==> src/sv/sct_pkg.sv <==
// ----------------------------------------------------------------------------
// sct_pkg: shared constants and tables for the calendar time converter
// reciprocal constants, month start days and month abbreviations
// ----------------------------------------------------------------------------
package sct_pkg;

   localparam int unsigned IN_W       = 25;
   localparam int unsigned DAY_W      = 9;   // day of year, up to 388 for 25-bit counts
   localparam int unsigned REM_DAY_W  = 17;  // seconds within a day
   localparam int unsigned REM_HOUR_W = 12;  // seconds within an hour
   localparam int unsigned MON_W      = 4;
   localparam int unsigned STAGES     = 6;

   localparam int unsigned REQ_DATA_W = 32;
   localparam int unsigned RSP_DATA_W = 56;

   // 86400 = 128 * 675, 3600 = 16 * 225, 60 = 4 * 15
   localparam logic [18:0] DAY_RECIP  = 19'd397683;  // ceil(2^28 / 675)
   localparam logic [13:0] HOUR_RECIP = 14'd9321;    // ceil(2^21 / 225)
   localparam logic [10:0] MIN_RECIP  = 11'd1093;    // ceil(2^14 / 15)

   localparam logic [16:0] SECS_PER_DAY  = 17'd86400;
   localparam logic [11:0] SECS_PER_HOUR = 12'd3600;
   localparam logic [5:0]  SECS_PER_MIN  = 6'd60;
   localparam logic [8:0]  DAYS_PER_YEAR = 9'd365;
   localparam logic [3:0]  LAST_MONTH    = 4'd11;

   // first day of year of each month, index 0 is january
   function automatic logic [DAY_W-1:0] month_start(input logic [MON_W-1:0] idx);
      logic [DAY_W-1:0] d;
      case (idx)
         4'd0:    d = 9'd0;
         4'd1:    d = 9'd31;
         4'd2:    d = 9'd59;
         4'd3:    d = 9'd90;
         4'd4:    d = 9'd120;
         4'd5:    d = 9'd151;
         4'd6:    d = 9'd181;
         4'd7:    d = 9'd212;
         4'd8:    d = 9'd243;
         4'd9:    d = 9'd273;
         4'd10:   d = 9'd304;
         4'd11:   d = 9'd334;
         default: d = 9'd0;
      endcase
      return d;
   endfunction

   // abbreviation with the first letter in the top byte
   function automatic logic [23:0] month_text(input logic [MON_W-1:0] idx);
      logic [23:0] t;
      case (idx)
         4'd0:    t = "JAN";
         4'd1:    t = "FEB";
         4'd2:    t = "MAR";
         4'd3:    t = "APR";
         4'd4:    t = "MAY";
         4'd5:    t = "JUN";
         4'd6:    t = "JUL";
         4'd7:    t = "AUG";
         4'd8:    t = "SEP";
         4'd9:    t = "OCT";
         4'd10:   t = "NOV";
         4'd11:   t = "DEC";
         default: t = 24'd0;
      endcase
      return t;
   endfunction

endpackage

==> src/sv/sct_month_find.sv <==
// ----------------------------------------------------------------------------
// sct_month_find: month lookup
// turns a day of year into a month index 0..11 by parallel boundary compares
// ----------------------------------------------------------------------------
module sct_month_find
   import sct_pkg::*;
(
   input  logic [DAY_W-1:0] day_index,
   output logic [MON_W-1:0] month_index
);

   logic [10:0] past_start;

   // one compare per month boundary, the count of boundaries passed is the month
   always_comb begin
      for (int k = 0; k < 11; k++) begin
         past_start[k] = (day_index >= month_start(MON_W'(k + 1)));
      end
      month_index = MON_W'($countones(past_start));
   end

endmodule

==> src/sv/seconds_to_calendar_time.sv <==
// ----------------------------------------------------------------------------
// seconds_to_calendar_time: seconds of year to month, day and time of day
// six stage pipeline converting a non-leap year second count to calendar form
// ----------------------------------------------------------------------------
// usage
//   req channel carries one 25-bit second count per request in req_tdata
//   rsp channel returns month, day, hour, minute, second and the three ascii
//   letters of the month in rsp_tdata, with the out-of-range flag in rsp_tuser
//   the accepting edge loads stage one; the request then moves through the stages
//   in turn, and rsp_tvalid rises once it reaches the result register, where it can be taken
//   throughput is one request per cycle unless a low rsp_tready stalls the full pipe;
//   each of the six stages holds one request and has at most one constant multiply
//   the day, hour and minute divisions are reciprocal multiplies, the month
//   comes from eleven parallel compares against the month start table
//   counts of 365 days or more set rsp_tuser and zero all of rsp_tdata
//   reset clears the stage valid bits only; the pipe is empty afterwards
//   when rsp_tready is low, the result holds and stages behind it keep filling
//   until each holds a request; req_tready drops only when the pipe is full
// ----------------------------------------------------------------------------
module seconds_to_calendar_time
   import sct_pkg::*;
(
   input  logic                  clock,
   input  logic                  reset,

   input  logic                  req_tvalid,
   output logic                  req_tready,
   input  logic [REQ_DATA_W-1:0] req_tdata,   // [24:0] seconds_of_year

   output logic                  rsp_tvalid,
   input  logic                  rsp_tready,
   output logic [RSP_DATA_W-1:0] rsp_tdata,   // [3:0] month_number, [8:4] day_of_month,
                                              // [13:9] hour_value, [19:14] minute_value,
                                              // [25:20] second_value,
                                              // [33:26] month_letter_first,
                                              // [41:34] month_letter_second,
                                              // [49:42] month_letter_third
   output logic                  rsp_tuser    // [0] out_of_range
);

   // per stage valid bits and advance enables
   logic [STAGES-1:0] vld_ff, vld_in;
   logic [STAGES-1:0] rdy;

   // stage 1: day index by reciprocal multiply
   logic [IN_W-1:0]      s1_secs_ff, s1_secs_in;
   logic [DAY_W-1:0]     s1_day_ff, s1_day_in;
   logic [36:0]          s1_prod;

   // stage 2: seconds within the day, range check, month index
   logic [REM_DAY_W-1:0] s2_rem_ff, s2_rem_in;
   logic [DAY_W-1:0]     s2_day_ff, s2_day_in;
   logic [MON_W-1:0]     s2_mon_ff, s2_mon_in;
   logic                 s2_oor_ff, s2_oor_in;
   logic [25:0]          s2_day_secs;
   logic [MON_W-1:0]     s2_mon_found;

   // stage 3: hour, day of month
   logic [REM_DAY_W-1:0] s3_rem_ff, s3_rem_in;
   logic [4:0]           s3_hour_ff, s3_hour_in;
   logic [4:0]           s3_mday_ff, s3_mday_in;
   logic [MON_W-1:0]     s3_mon_ff, s3_mon_in;
   logic                 s3_oor_ff, s3_oor_in;
   logic [26:0]          s3_prod;
   logic [DAY_W-1:0]     s3_mday_full;

   // stage 4: seconds within the hour
   logic [REM_HOUR_W-1:0] s4_rem_ff, s4_rem_in;
   logic [4:0]            s4_hour_ff;
   logic [4:0]            s4_mday_ff;
   logic [MON_W-1:0]      s4_mon_ff;
   logic                  s4_oor_ff;
   logic [16:0]           s4_hour_secs;
   logic [REM_DAY_W-1:0]  s4_rem_full;

   // stage 5: minute
   logic [REM_HOUR_W-1:0] s5_rem_ff;
   logic [5:0]            s5_min_ff, s5_min_in;
   logic [4:0]            s5_hour_ff;
   logic [4:0]            s5_mday_ff;
   logic [MON_W-1:0]      s5_mon_ff;
   logic                  s5_oor_ff;
   logic [20:0]           s5_prod;

   // stage 6: second and result register
   logic [RSP_DATA_W-1:0] rsp_data_ff, rsp_data_in;
   logic                  rsp_oor_ff;
   logic [11:0]           s6_min_secs;
   logic [REM_HOUR_W-1:0] s6_sec_full;
   logic [23:0]           s6_text;

   // ready ripples back: a stage moves when it is empty or the next one moves
   always_comb begin
      rdy[STAGES-1] = !vld_ff[STAGES-1] || rsp_tready;
      for (int k = STAGES - 2; k >= 0; k--) begin
         rdy[k] = !vld_ff[k] || rdy[k+1];
      end
      vld_in = vld_ff;
      if (rdy[0]) begin
         vld_in[0] = req_tvalid;
      end
      for (int k = 1; k < STAGES; k++) begin
         if (rdy[k]) begin
            vld_in[k] = vld_ff[k-1];
         end
      end
   end

   assign req_tready = rdy[0];

   // stage 1 datapath
   always_comb begin
      s1_secs_in = req_tdata[IN_W-1:0];
      s1_prod    = 37'(req_tdata[IN_W-1:7]) * 37'(DAY_RECIP);
      s1_day_in  = s1_prod[36:28];
   end

   // stage 2 datapath
   sct_month_find u_month_find (
      .day_index   (s1_day_ff),
      .month_index (s2_mon_found)
   );

   always_comb begin
      s2_day_secs = 26'(s1_day_ff) * 26'(SECS_PER_DAY);
      s2_rem_in   = REM_DAY_W'(26'(s1_secs_ff) - s2_day_secs);
      s2_day_in   = s1_day_ff;
      s2_mon_in   = s2_mon_found;
      s2_oor_in   = (s1_day_ff >= DAYS_PER_YEAR);
   end

   // stage 3 datapath
   always_comb begin
      s3_prod      = 27'(s2_rem_ff[REM_DAY_W-1:4]) * 27'(HOUR_RECIP);
      s3_hour_in   = s3_prod[25:21];
      s3_mday_full = s2_day_ff - month_start(s2_mon_ff) + DAY_W'(1);
      s3_mday_in   = s3_mday_full[4:0];
      s3_rem_in    = s2_rem_ff;
      s3_mon_in    = s2_mon_ff;
      s3_oor_in    = s2_oor_ff;
   end

   // stage 4 datapath
   always_comb begin
      s4_hour_secs = 17'(s3_hour_ff) * 17'(SECS_PER_HOUR);
      s4_rem_full  = s3_rem_ff - s4_hour_secs;
      s4_rem_in    = s4_rem_full[REM_HOUR_W-1:0];
   end

   // stage 5 datapath
   always_comb begin
      s5_prod   = 21'(s4_rem_ff[REM_HOUR_W-1:2]) * 21'(MIN_RECIP);
      s5_min_in = s5_prod[19:14];
   end

   // stage 6: second, letters, zeroing past year end
   always_comb begin
      s6_min_secs = 12'(s5_min_ff) * 12'(SECS_PER_MIN);
      s6_sec_full = s5_rem_ff - s6_min_secs;
      s6_text     = month_text(s5_mon_ff);
      rsp_data_in = '0;
      if (!s5_oor_ff) begin
         rsp_data_in[3:0]   = s5_mon_ff + MON_W'(1);
         rsp_data_in[8:4]   = s5_mday_ff;
         rsp_data_in[13:9]  = s5_hour_ff;
         rsp_data_in[19:14] = s5_min_ff;
         rsp_data_in[25:20] = s6_sec_full[5:0];
         rsp_data_in[33:26] = s6_text[23:16];
         rsp_data_in[41:34] = s6_text[15:8];
         rsp_data_in[49:42] = s6_text[7:0];
      end
   end

   // valid bits
   always_ff @(posedge clock) begin
      if (reset) begin
         vld_ff <= '0;
      end else begin
         vld_ff <= vld_in;
      end
   end

   // payload registers, loaded when their stage moves
   always_ff @(posedge clock) begin
      if (rdy[0]) begin
         s1_secs_ff <= s1_secs_in;
         s1_day_ff  <= s1_day_in;
      end
      if (rdy[1]) begin
         s2_rem_ff <= s2_rem_in;
         s2_day_ff <= s2_day_in;
         s2_mon_ff <= s2_mon_in;
         s2_oor_ff <= s2_oor_in;
      end
      if (rdy[2]) begin
         s3_rem_ff  <= s3_rem_in;
         s3_hour_ff <= s3_hour_in;
         s3_mday_ff <= s3_mday_in;
         s3_mon_ff  <= s3_mon_in;
         s3_oor_ff  <= s3_oor_in;
      end
      if (rdy[3]) begin
         s4_rem_ff  <= s4_rem_in;
         s4_hour_ff <= s3_hour_ff;
         s4_mday_ff <= s3_mday_ff;
         s4_mon_ff  <= s3_mon_ff;
         s4_oor_ff  <= s3_oor_ff;
      end
      if (rdy[4]) begin
         s5_rem_ff  <= s4_rem_ff;
         s5_min_ff  <= s5_min_in;
         s5_hour_ff <= s4_hour_ff;
         s5_mday_ff <= s4_mday_ff;
         s5_mon_ff  <= s4_mon_ff;
         s5_oor_ff  <= s4_oor_ff;
      end
      if (rdy[5]) begin
         rsp_data_ff <= rsp_data_in;
         rsp_oor_ff  <= s5_oor_ff;
      end
   end

   assign rsp_tvalid = vld_ff[STAGES-1];
   assign rsp_tdata  = rsp_data_ff;
   assign rsp_tuser  = rsp_oor_ff;

   // an empty output register means the whole pipe can move
   a_ready_when_empty : assert property (@(posedge clock) disable iff (reset)
      !rsp_tvalid |-> req_tready)
      else $error("request stalled with an empty result register");

   // past year end every calendar field is zero
   a_oor_zero : assert property (@(posedge clock) disable iff (reset)
      (rsp_tvalid && rsp_tuser) |-> (rsp_tdata == '0))
      else $error("out-of-range result carries nonzero fields");

   // in range results stay within calendar limits
   a_fields_in_range : assert property (@(posedge clock) disable iff (reset)
      (rsp_tvalid && !rsp_tuser) |->
         (rsp_tdata[3:0] != 4'd0) && (rsp_tdata[3:0] <= 4'd12) &&
         (rsp_tdata[8:4] != 5'd0) && (rsp_tdata[13:9] < 5'd24) &&
         (rsp_tdata[19:14] < 6'd60) && (rsp_tdata[25:20] < 6'd60))
      else $error("calendar field out of its range");

endmodule

==> config.mk <==
export PLATFORM = sky130hd
export DESIGN_NAME = seconds_to_calendar_time
export DESIGN_NICKNAME = d
export VERILOG_FILES = /design/src/sv/sct_pkg.sv /design/src/sv/sct_month_find.sv /design/src/sv/seconds_to_calendar_time.sv
export SDC_FILE = /design/constraint.sdc
export NUM_CORES = 1
export LEC_CHECK = 0
export BUFFER_PORTS_ARGS = -buffer_cell sky130_fd_sc_hd__buf_2
export CELL_PAD_IN_SITES_DETAIL_PLACEMENT = 1
export CELL_PAD_IN_SITES_GLOBAL_PLACEMENT = 2
export CORE_UTILIZATION = 29
export CTS_CLUSTER_DIAMETER = 60
export DETAILED_ROUTE_END_ITERATION = 10
export PLACE_DENSITY_LB_ADDON = 0.1
export SYNTH_ARGS = -nofsm -noshare
export SYNTH_HDL_FRONTEND = slang
export SYNTH_SLANG_ARGS = --single-unit
==> constraint.sdc <==
create_clock -name clock -period 6 [get_ports clock]
set_clock_uncertainty 0.1 [all_clocks]
set_input_delay 0.6 -clock clock [delete_from_list [all_inputs] [get_ports clock]]
set_output_delay 0.6 -clock clock [all_outputs]
set_load 0.02 [all_outputs]
==> flow_summary.json, run 1 <==
{
  "insertedDiodeCount": 0,
  "hold_viol": 0,
  "pre_cts_ws_ns": -0.2068,
  "final_cell_mix": "ha_1, inv_1, edfxtp_1",
  "syn_to_final_growth_pct": 13.05,
  "critical_path.max_fanout": 3,
  "rsz0062_at_grt": "false",
  "endpoint_kind": "flop",
  "dpl_cell_area_um2": 19080,
  "cts-root-buf": "clkbuf_16",
  "layout_commonest_cell": "ha_1",
  "syn_inst": 1522,
  "avgViaCountPerCell": 4.351,
  "synth_cell_types": 65,
  "arrival_ns": 5.77,
  "ys_seq_elements": 188,
  "core_um2": 59130,
  "final_cell_area_um2": 19670,
  "ys_top_cells_by_area": "edfxtp_1, ha_1, fa_1, inv_1, xnor2_1",
  "ant_nets": 0,
  "grt_pass1_vias": 11810,
  "final.min_clock_period_ns": 5.682,
  "status": "finished with violations",
  "cts-buffers-inserted": 17,
  "io_pins": 95,
  "clock_latency_ns": 0.43,
  "r2r_start": "s1_day_ff[3]",
  "yosys.area.top_type": "edfxtp_1",
  "synth_top_area_share_pct": 30.54,
  "required_ns": 6.09,
  "syn-cell-area_um2": 17400,
  "ys_seq_area_share_pct": 31.81,
  "cts_htree_levels": 4,
  "grt_pass1_wl_um": 63610,
  "routed_wl_um": 39410,
  "drcViolationCount": 20,
  "setup_viol": 0,
  "drt_iter0_drc": 193,
  "synth_edf_count": 177,
  "grt_antenna_before_repair": 0,
  "violations": "DRC",
  "ctsHoldBuffers": 0,
  "place.gp.congestion": 0.7720,
  "grt.overflow.total": 0,
  "r2r_cells": 18,
  "hold_path_class": "input port to flop",
  "syn_avg_cell_area_um2": 11.43,
  "path_class": "input port to flop",
  "core.rowCount": 89,
  "clk_path_buf_depth": 2,
  "grtUsageTotal_pct": 13.51,
  "hpwl_um": 33690,
  "max_slew_margin_pct": 32.25,
  "die_h_um": 247.0,
  "cts.clk_slew.worst_paths_ns": 0.08,
  "cts_tree": "done",
  "setup_slack_ns": 0.3179,
  "period_share_pct": 94.70,
  "filler_cell_count": 6577,
  "crit_path_start_kind": "input port",
  "die_area_um2": 60990,
  "synth_top_flop_cell": "edfxtp_1",
  "drive_gt1_share_pct": 10.69,
  "maxCapViolCount": 0,
  "grt_max_degree": 44,
  "max_freq_mhz": 176.0,
  "wl_per_cell_um": 16.10,
  "portBuffers": 75,
  "vias": 10650,
  "critical_path.startpoint": "req_tdata[13]",
  "ys_warn_count": 0,
  "hold_depth": 1,
  "firstDrtPassIters": 7,
  "cts_sinks": 188,
  "die_w_um": 247.0,
  "synth-async-reset-ratio_pct": 0,
  "slew_viol_final": 0,
  "initial_core_util_pct": 29.43,
  "final_nets": 2226,
  "tightestPinTransition_ns": 1.015,
  "hp-start": "req_tdata[1]"
}
-- cell usage after synthesis, types with 5 or more instances --
cell	count
xnor2_1	48
a21o_1	20
o21ai_0	36
a211oi_1	5
nand4_1	7
nor3_1	9
clkbuf_1	8
inv_1	354
a31oi_1	11
nand3_1	14
fa_1	145
buf_4	14
nand2b_1	5
nand2_1	37
and4_1	5
mux2i_1	5
nor2b_1	32
edfxtp_1	177
o2111ai_1	5
nor2_1	46
ha_1	383
a21oi_1	57
o211ai_1	6
dfxtp_1	11
xor2_1	18
and3_1	9
-- cell type report --
| cell class | count | area, µm² | area share [%] |
|---|---|---|---|
| Tap cell | 773 | 967.2 | 4.916 |
| Sequential cell | 188 | 5535 | 28.14 |
| Multi-Input combinational cell | 965 | 10430 | 53.03 |
| Clock buffer | 17 | 425.4 | 2.162 |
| Timing Repair Buffer | 134 | 818.3 | 4.160 |
| Inverter | 356 | 1336 | 6.793 |
| Clock inverter | 15 | 157.7 | 0.8014 |
-- through the flow --
| step | hold slack, ns | std cells | TNS, ns | util, % |
|---|---|---|---|---|
| floorplan | 0.3003 | 1533 | 0 | - |
| global placement | 0.3010 | 2416 | -0.8285 | 32.28 |
| detailed placement | 0.3052 | 2416 | -1.006 | 32.28 |
| CTS | 0.2061 | 2448 | 0 | 33.26 |
| global route | 0.2096 | 2448 | 0 | 33.27 |
| finish | 0.2360 | 2448 | 0 | 33.27 |
-- worst max-delay path, cell delays in order --
cell,delay (ns)
buf_2,0.12
fa_1,0.43
fa_1,0.49
inv_1,0.05
fa_1,0.46
fa_1,0.49
inv_1,0.06
fa_1,0.54
inv_1,0.06
fa_1,0.57
inv_1,0.06
ha_1,0.30
buf_4,0.14
and3_1,0.18
and3_1,0.17
a221oi_1,0.28
buf_4,0.16
o211ai_1,0.17
nand3_1,0.19
a21oi_1,0.10
xor2_1,0.15
-- worst paths after layout --
kind	end	slack, ns
worst min-delay path	s1_secs_ff[1]	0.24
worst min register to register	s4_mday_ff[1]	0.32
worst max-delay path	s1_day_ff[5]	0.32
worst max register to register	flop	0.68
-- layer usage --
metal	GRT usage (%)	up-vias	wire length [µm]	part of all wire, %
met5	0	-	0	0
met4	2.959	0	433	1.1
met3	1.205	26	661	1.7
met2	25.36	106	20470	52
met1	16.54	5194	17840	45
li1	-	5325	-	-
-- state kept, by name, indices dropped and copies added, names as in the netlist, 6 cells and up, named ones only --
| register | cells |
|---|---|
| s3_rem_ff | 12 |
| rsp_tdata | 42 |
| s5_rem_ff | 6 |
| s1_day_ff | 9 |
| vld_ff | 6 |
| s5_min_ff | 6 |
| s1_secs_ff | 17 |
| s4_rem_ff | 12 |
| s2_rem_ff | 17 |
-- logic make-up (layout without fill, tap and decap cells) --
| family | after synthesis | count (layout) | synth area share [%] |
|---|---|---|---|
| simple gates | 181 | 181 | 5.357 |
| fa+ha+maj | 528 | 528 | 44.22 |
| other cells | 1 | 12 | 0.02155 |
| xor+xnor | 66 | 66 | 3.322 |
| flops | 188 | 188 | 31.81 |
| buf+inv | 380 | 522 | 8.506 |
| mux | 7 | 7 | 0.4817 |
| compound gates | 171 | 171 | 6.284 |
-- timing repair --
action | CTS | global route
setup endpoints to repair | 0 | 1
resized for setup | 0 | 1
buffers inserted | 0 | 0
Power of run 1 is not shown: default switching activity piles up to over one toggle a cycle in this logic, so the estimate is an artifact.
==> run 2, diff against run 1 <==
- CELL_PAD_IN_SITES_DETAIL_PLACEMENT: 1 -> 0
- CELL_PAD_IN_SITES_GLOBAL_PLACEMENT: 2 -> 1
==> flow_summary.json, run 2 (same netlist as run 1, synthesis figures left out) <==
{
  "status": "finished with violations",
  "violations": "DRC",
  "drive_gt1_share_pct": 10.24,
  "cp_cell_sequence": "buf_2 -> fa_1 -> fa_1 -> inv_1 -> fa_1 -> fa_1 -> inv_1 -> fa_1 -> inv_1 -> fa_1 -> inv_1 -> ha_1 -> a21oi_1 -> o211ai_1 -> a211oi_1 -> o21ai_0 -> buf_4 -> o21a_1 -> o2111a_1 -> a311oi_1",
  "post_cts_resized": 0,
  "wl_per_cell_um": 15.00,
  "cts_htree_levels": 4,
  "grt.overflow.total": 0,
  "grt_max_degree": 44,
  "grt_antenna_before_repair": 2,
  "cp_top_family": "adder cells",
  "setup_viol": 0,
  "grtUsageTotal_pct": 12.51,
  "cts_tree": "done",
  "place.gp.congestion": 0.8283,
  "avgViaCountPerCell": 4.247,
  "r2r_cells": 19,
  "cts-buffers-inserted": 17,
  "path_class": "input port to flop",
  "hpwl_um": 31130,
  "hold_viol": 0,
  "endpoint_kind": "flop",
  "die_area_um2": 60990,
  "cts_sinks": 188,
  "cp_num_buf_inv": 6,
  "cts-root-buf": "clkbuf_16",
  "largest_reg_flops": 42,
  "grt_pass1_wl_um": 58910,
  "hold_path_end": "s1_secs_ff[2]",
  "syn_to_final_growth_pct": 12.82,
  "r2r_slack_ns": 0.85,
  "critical_path.max_fanout": 4,
  "final_nets": 2221,
  "crit_top_cell": "fa_1",
  "initial_core_util_pct": 29.43,
  "core_um2": 59130,
  "die_w_um": 247.0,
  "slew_viol_final": 0,
  "tightestPinTransition_ns": 1.030,
  "portBuffers": 75,
  "crit_slowest_cell": "fa_1",
  "firstDrtPassIters": 8,
  "clock_latency_ns": 0.44,
  "ctsHoldBuffers": 0,
  "grt_pass1_vias": 11090,
  "drcViolationCount": 40,
  "crit_path_start_kind": "input port",
  "core.rowCount": 89,
  "hold_path_class": "input port to flop",
  "cts.clk_slew.worst_paths_ns": 0.08,
  "final_cell_mix": "ha_1, inv_1, edfxtp_1",
  "drt_iter0_drc": 275,
  "ant_nets": 0,
  "cts_setup_buffers": 0,
  "maxCapViolCount": 0,
  "io_pins": 95,
  "top_register": "rsp_tdata",
  "setup_slack_ns": 0.3070,
  "pre_cts_ws_ns": -0.1834,
  "rsz0062_at_grt": "false",
  "hold_depth": 1,
  "arrival_ns": 5.85,
  "critical_path.startpoint": "req_tdata[13]",
  "r2r_start": "s1_day_ff[3]",
  "period_share_pct": 94.88,
  "required_ns": 6.15,
  "top_regs": "rsp_tdata (42), s1_secs_ff (17), s2_rem_ff (17)",
  "hp-start": "req_tdata[2]",
  "layout_commonest_cell": "ha_1",
  "max_stage_delay_ns": 0.56,
  "clk_path_buf_depth": 2,
  "final.min_clock_period_ns": 5.693,
  "max_freq_mhz": 175.7,
  "routed_wl_um": 36680,
  "vias": 10380,
  "die_h_um": 247.0,
  "max_slew_margin_pct": 31.23
}
==> run 2: cell count changes in the layout (fill, tap and decap cells not counted) <==
cell        before  now
a211oi_1         4    5
a211oi_2         1    0
buf_4           59   54
bufinv_16        0    1
clkbuf_1         0    1
clkinv_1         1    2
clkinv_2         1    0
clkinv_4         5    2
clkinv_8         3    1
clkinvlp_4       0    2
diode_2          0    2
inv_6            3    4
==> run 2: how the worst max path moves through the flow <==
stage                     cells past startpoint  slack [ns]            to
after floorplan                              19        0.49  s1_day_ff[8]
after global placement                       20       -0.17  s1_day_ff[8]
after detailed placement                     20       -0.18  s1_day_ff[8]
after CTS                                    20        0.29  s1_day_ff[8]
after global routing                         20        0.09  s1_day_ff[8]
final                                        20        0.31  s1_day_ff[8]
==> run 2: cell type report <==
| cell class | count | area (µm²) |
|---|---|---|
| fill | 5979 | 39500 |
| multi-input combinational | 965 | 10430 |
| sequential | 188 | 5535 |
| inverter | 356 | 1336 |
| tap | 773 | 967.2 |
| timing repair buffer | 129 | 780.7 |
| clock buffer | 18 | 429.2 |
| clock inverter | 14 | 151.4 |
| antenna | 2 | 5.005 |
==> run 2: worst register-to-register path, cell delays in order, from the launching register on <==
cell,delay (ns)
edfxtp_1,0.51
inv_1,0.18
ha_1,0.32
a31oi_1,0.33
nor2b_1,0.08
o21ai_0,0.16
nand2b_1,0.09
ha_1,0.20
fa_1,0.51
fa_1,0.54
inv_1,0.05
fa_1,0.46
inv_1,0.07
ha_1,0.15
inv_1,0.05
fa_1,0.47
inv_1,0.05
mux2_2,0.33
a21o_1,0.20
a22o_1,0.18
==> run 2: metrics by stage <==
stage / cells / util [%] / TNS (ns) / hold slack, ns / instance area, µm²
floorplan: 1533 / - / 0 / 0.3003 / 17440
detailed placement: 2411 / 32.21 / -0.7343 / 0.3045 / 19050
global placement: 2411 / 32.21 / -0.6134 / 0.3011 / 19050
global route: 2443 / 33.19 / 0 / 0.2125 / 19630
finish: 2445 / 33.20 / 0 / 0.2426 / 19630
CTS: 2443 / 33.19 / 0 / 0.2165 / 19630
==> run 2: metal layers <==
| metal | global-route usage, % | vias up | wire length, µm |
|---|---|---|---|
| met1 | 15.51 | 4930 | 16740 |
| met2 | 22.52 | 106 | 18490 |
| met3 | 1.715 | 28 | 840 |
| met5 | 0 | - | 10 |
| li1 | - | 5318 | - |
| met4 | 3.341 | 2 | 601 |
Power of run 2 is left out for the same reason.
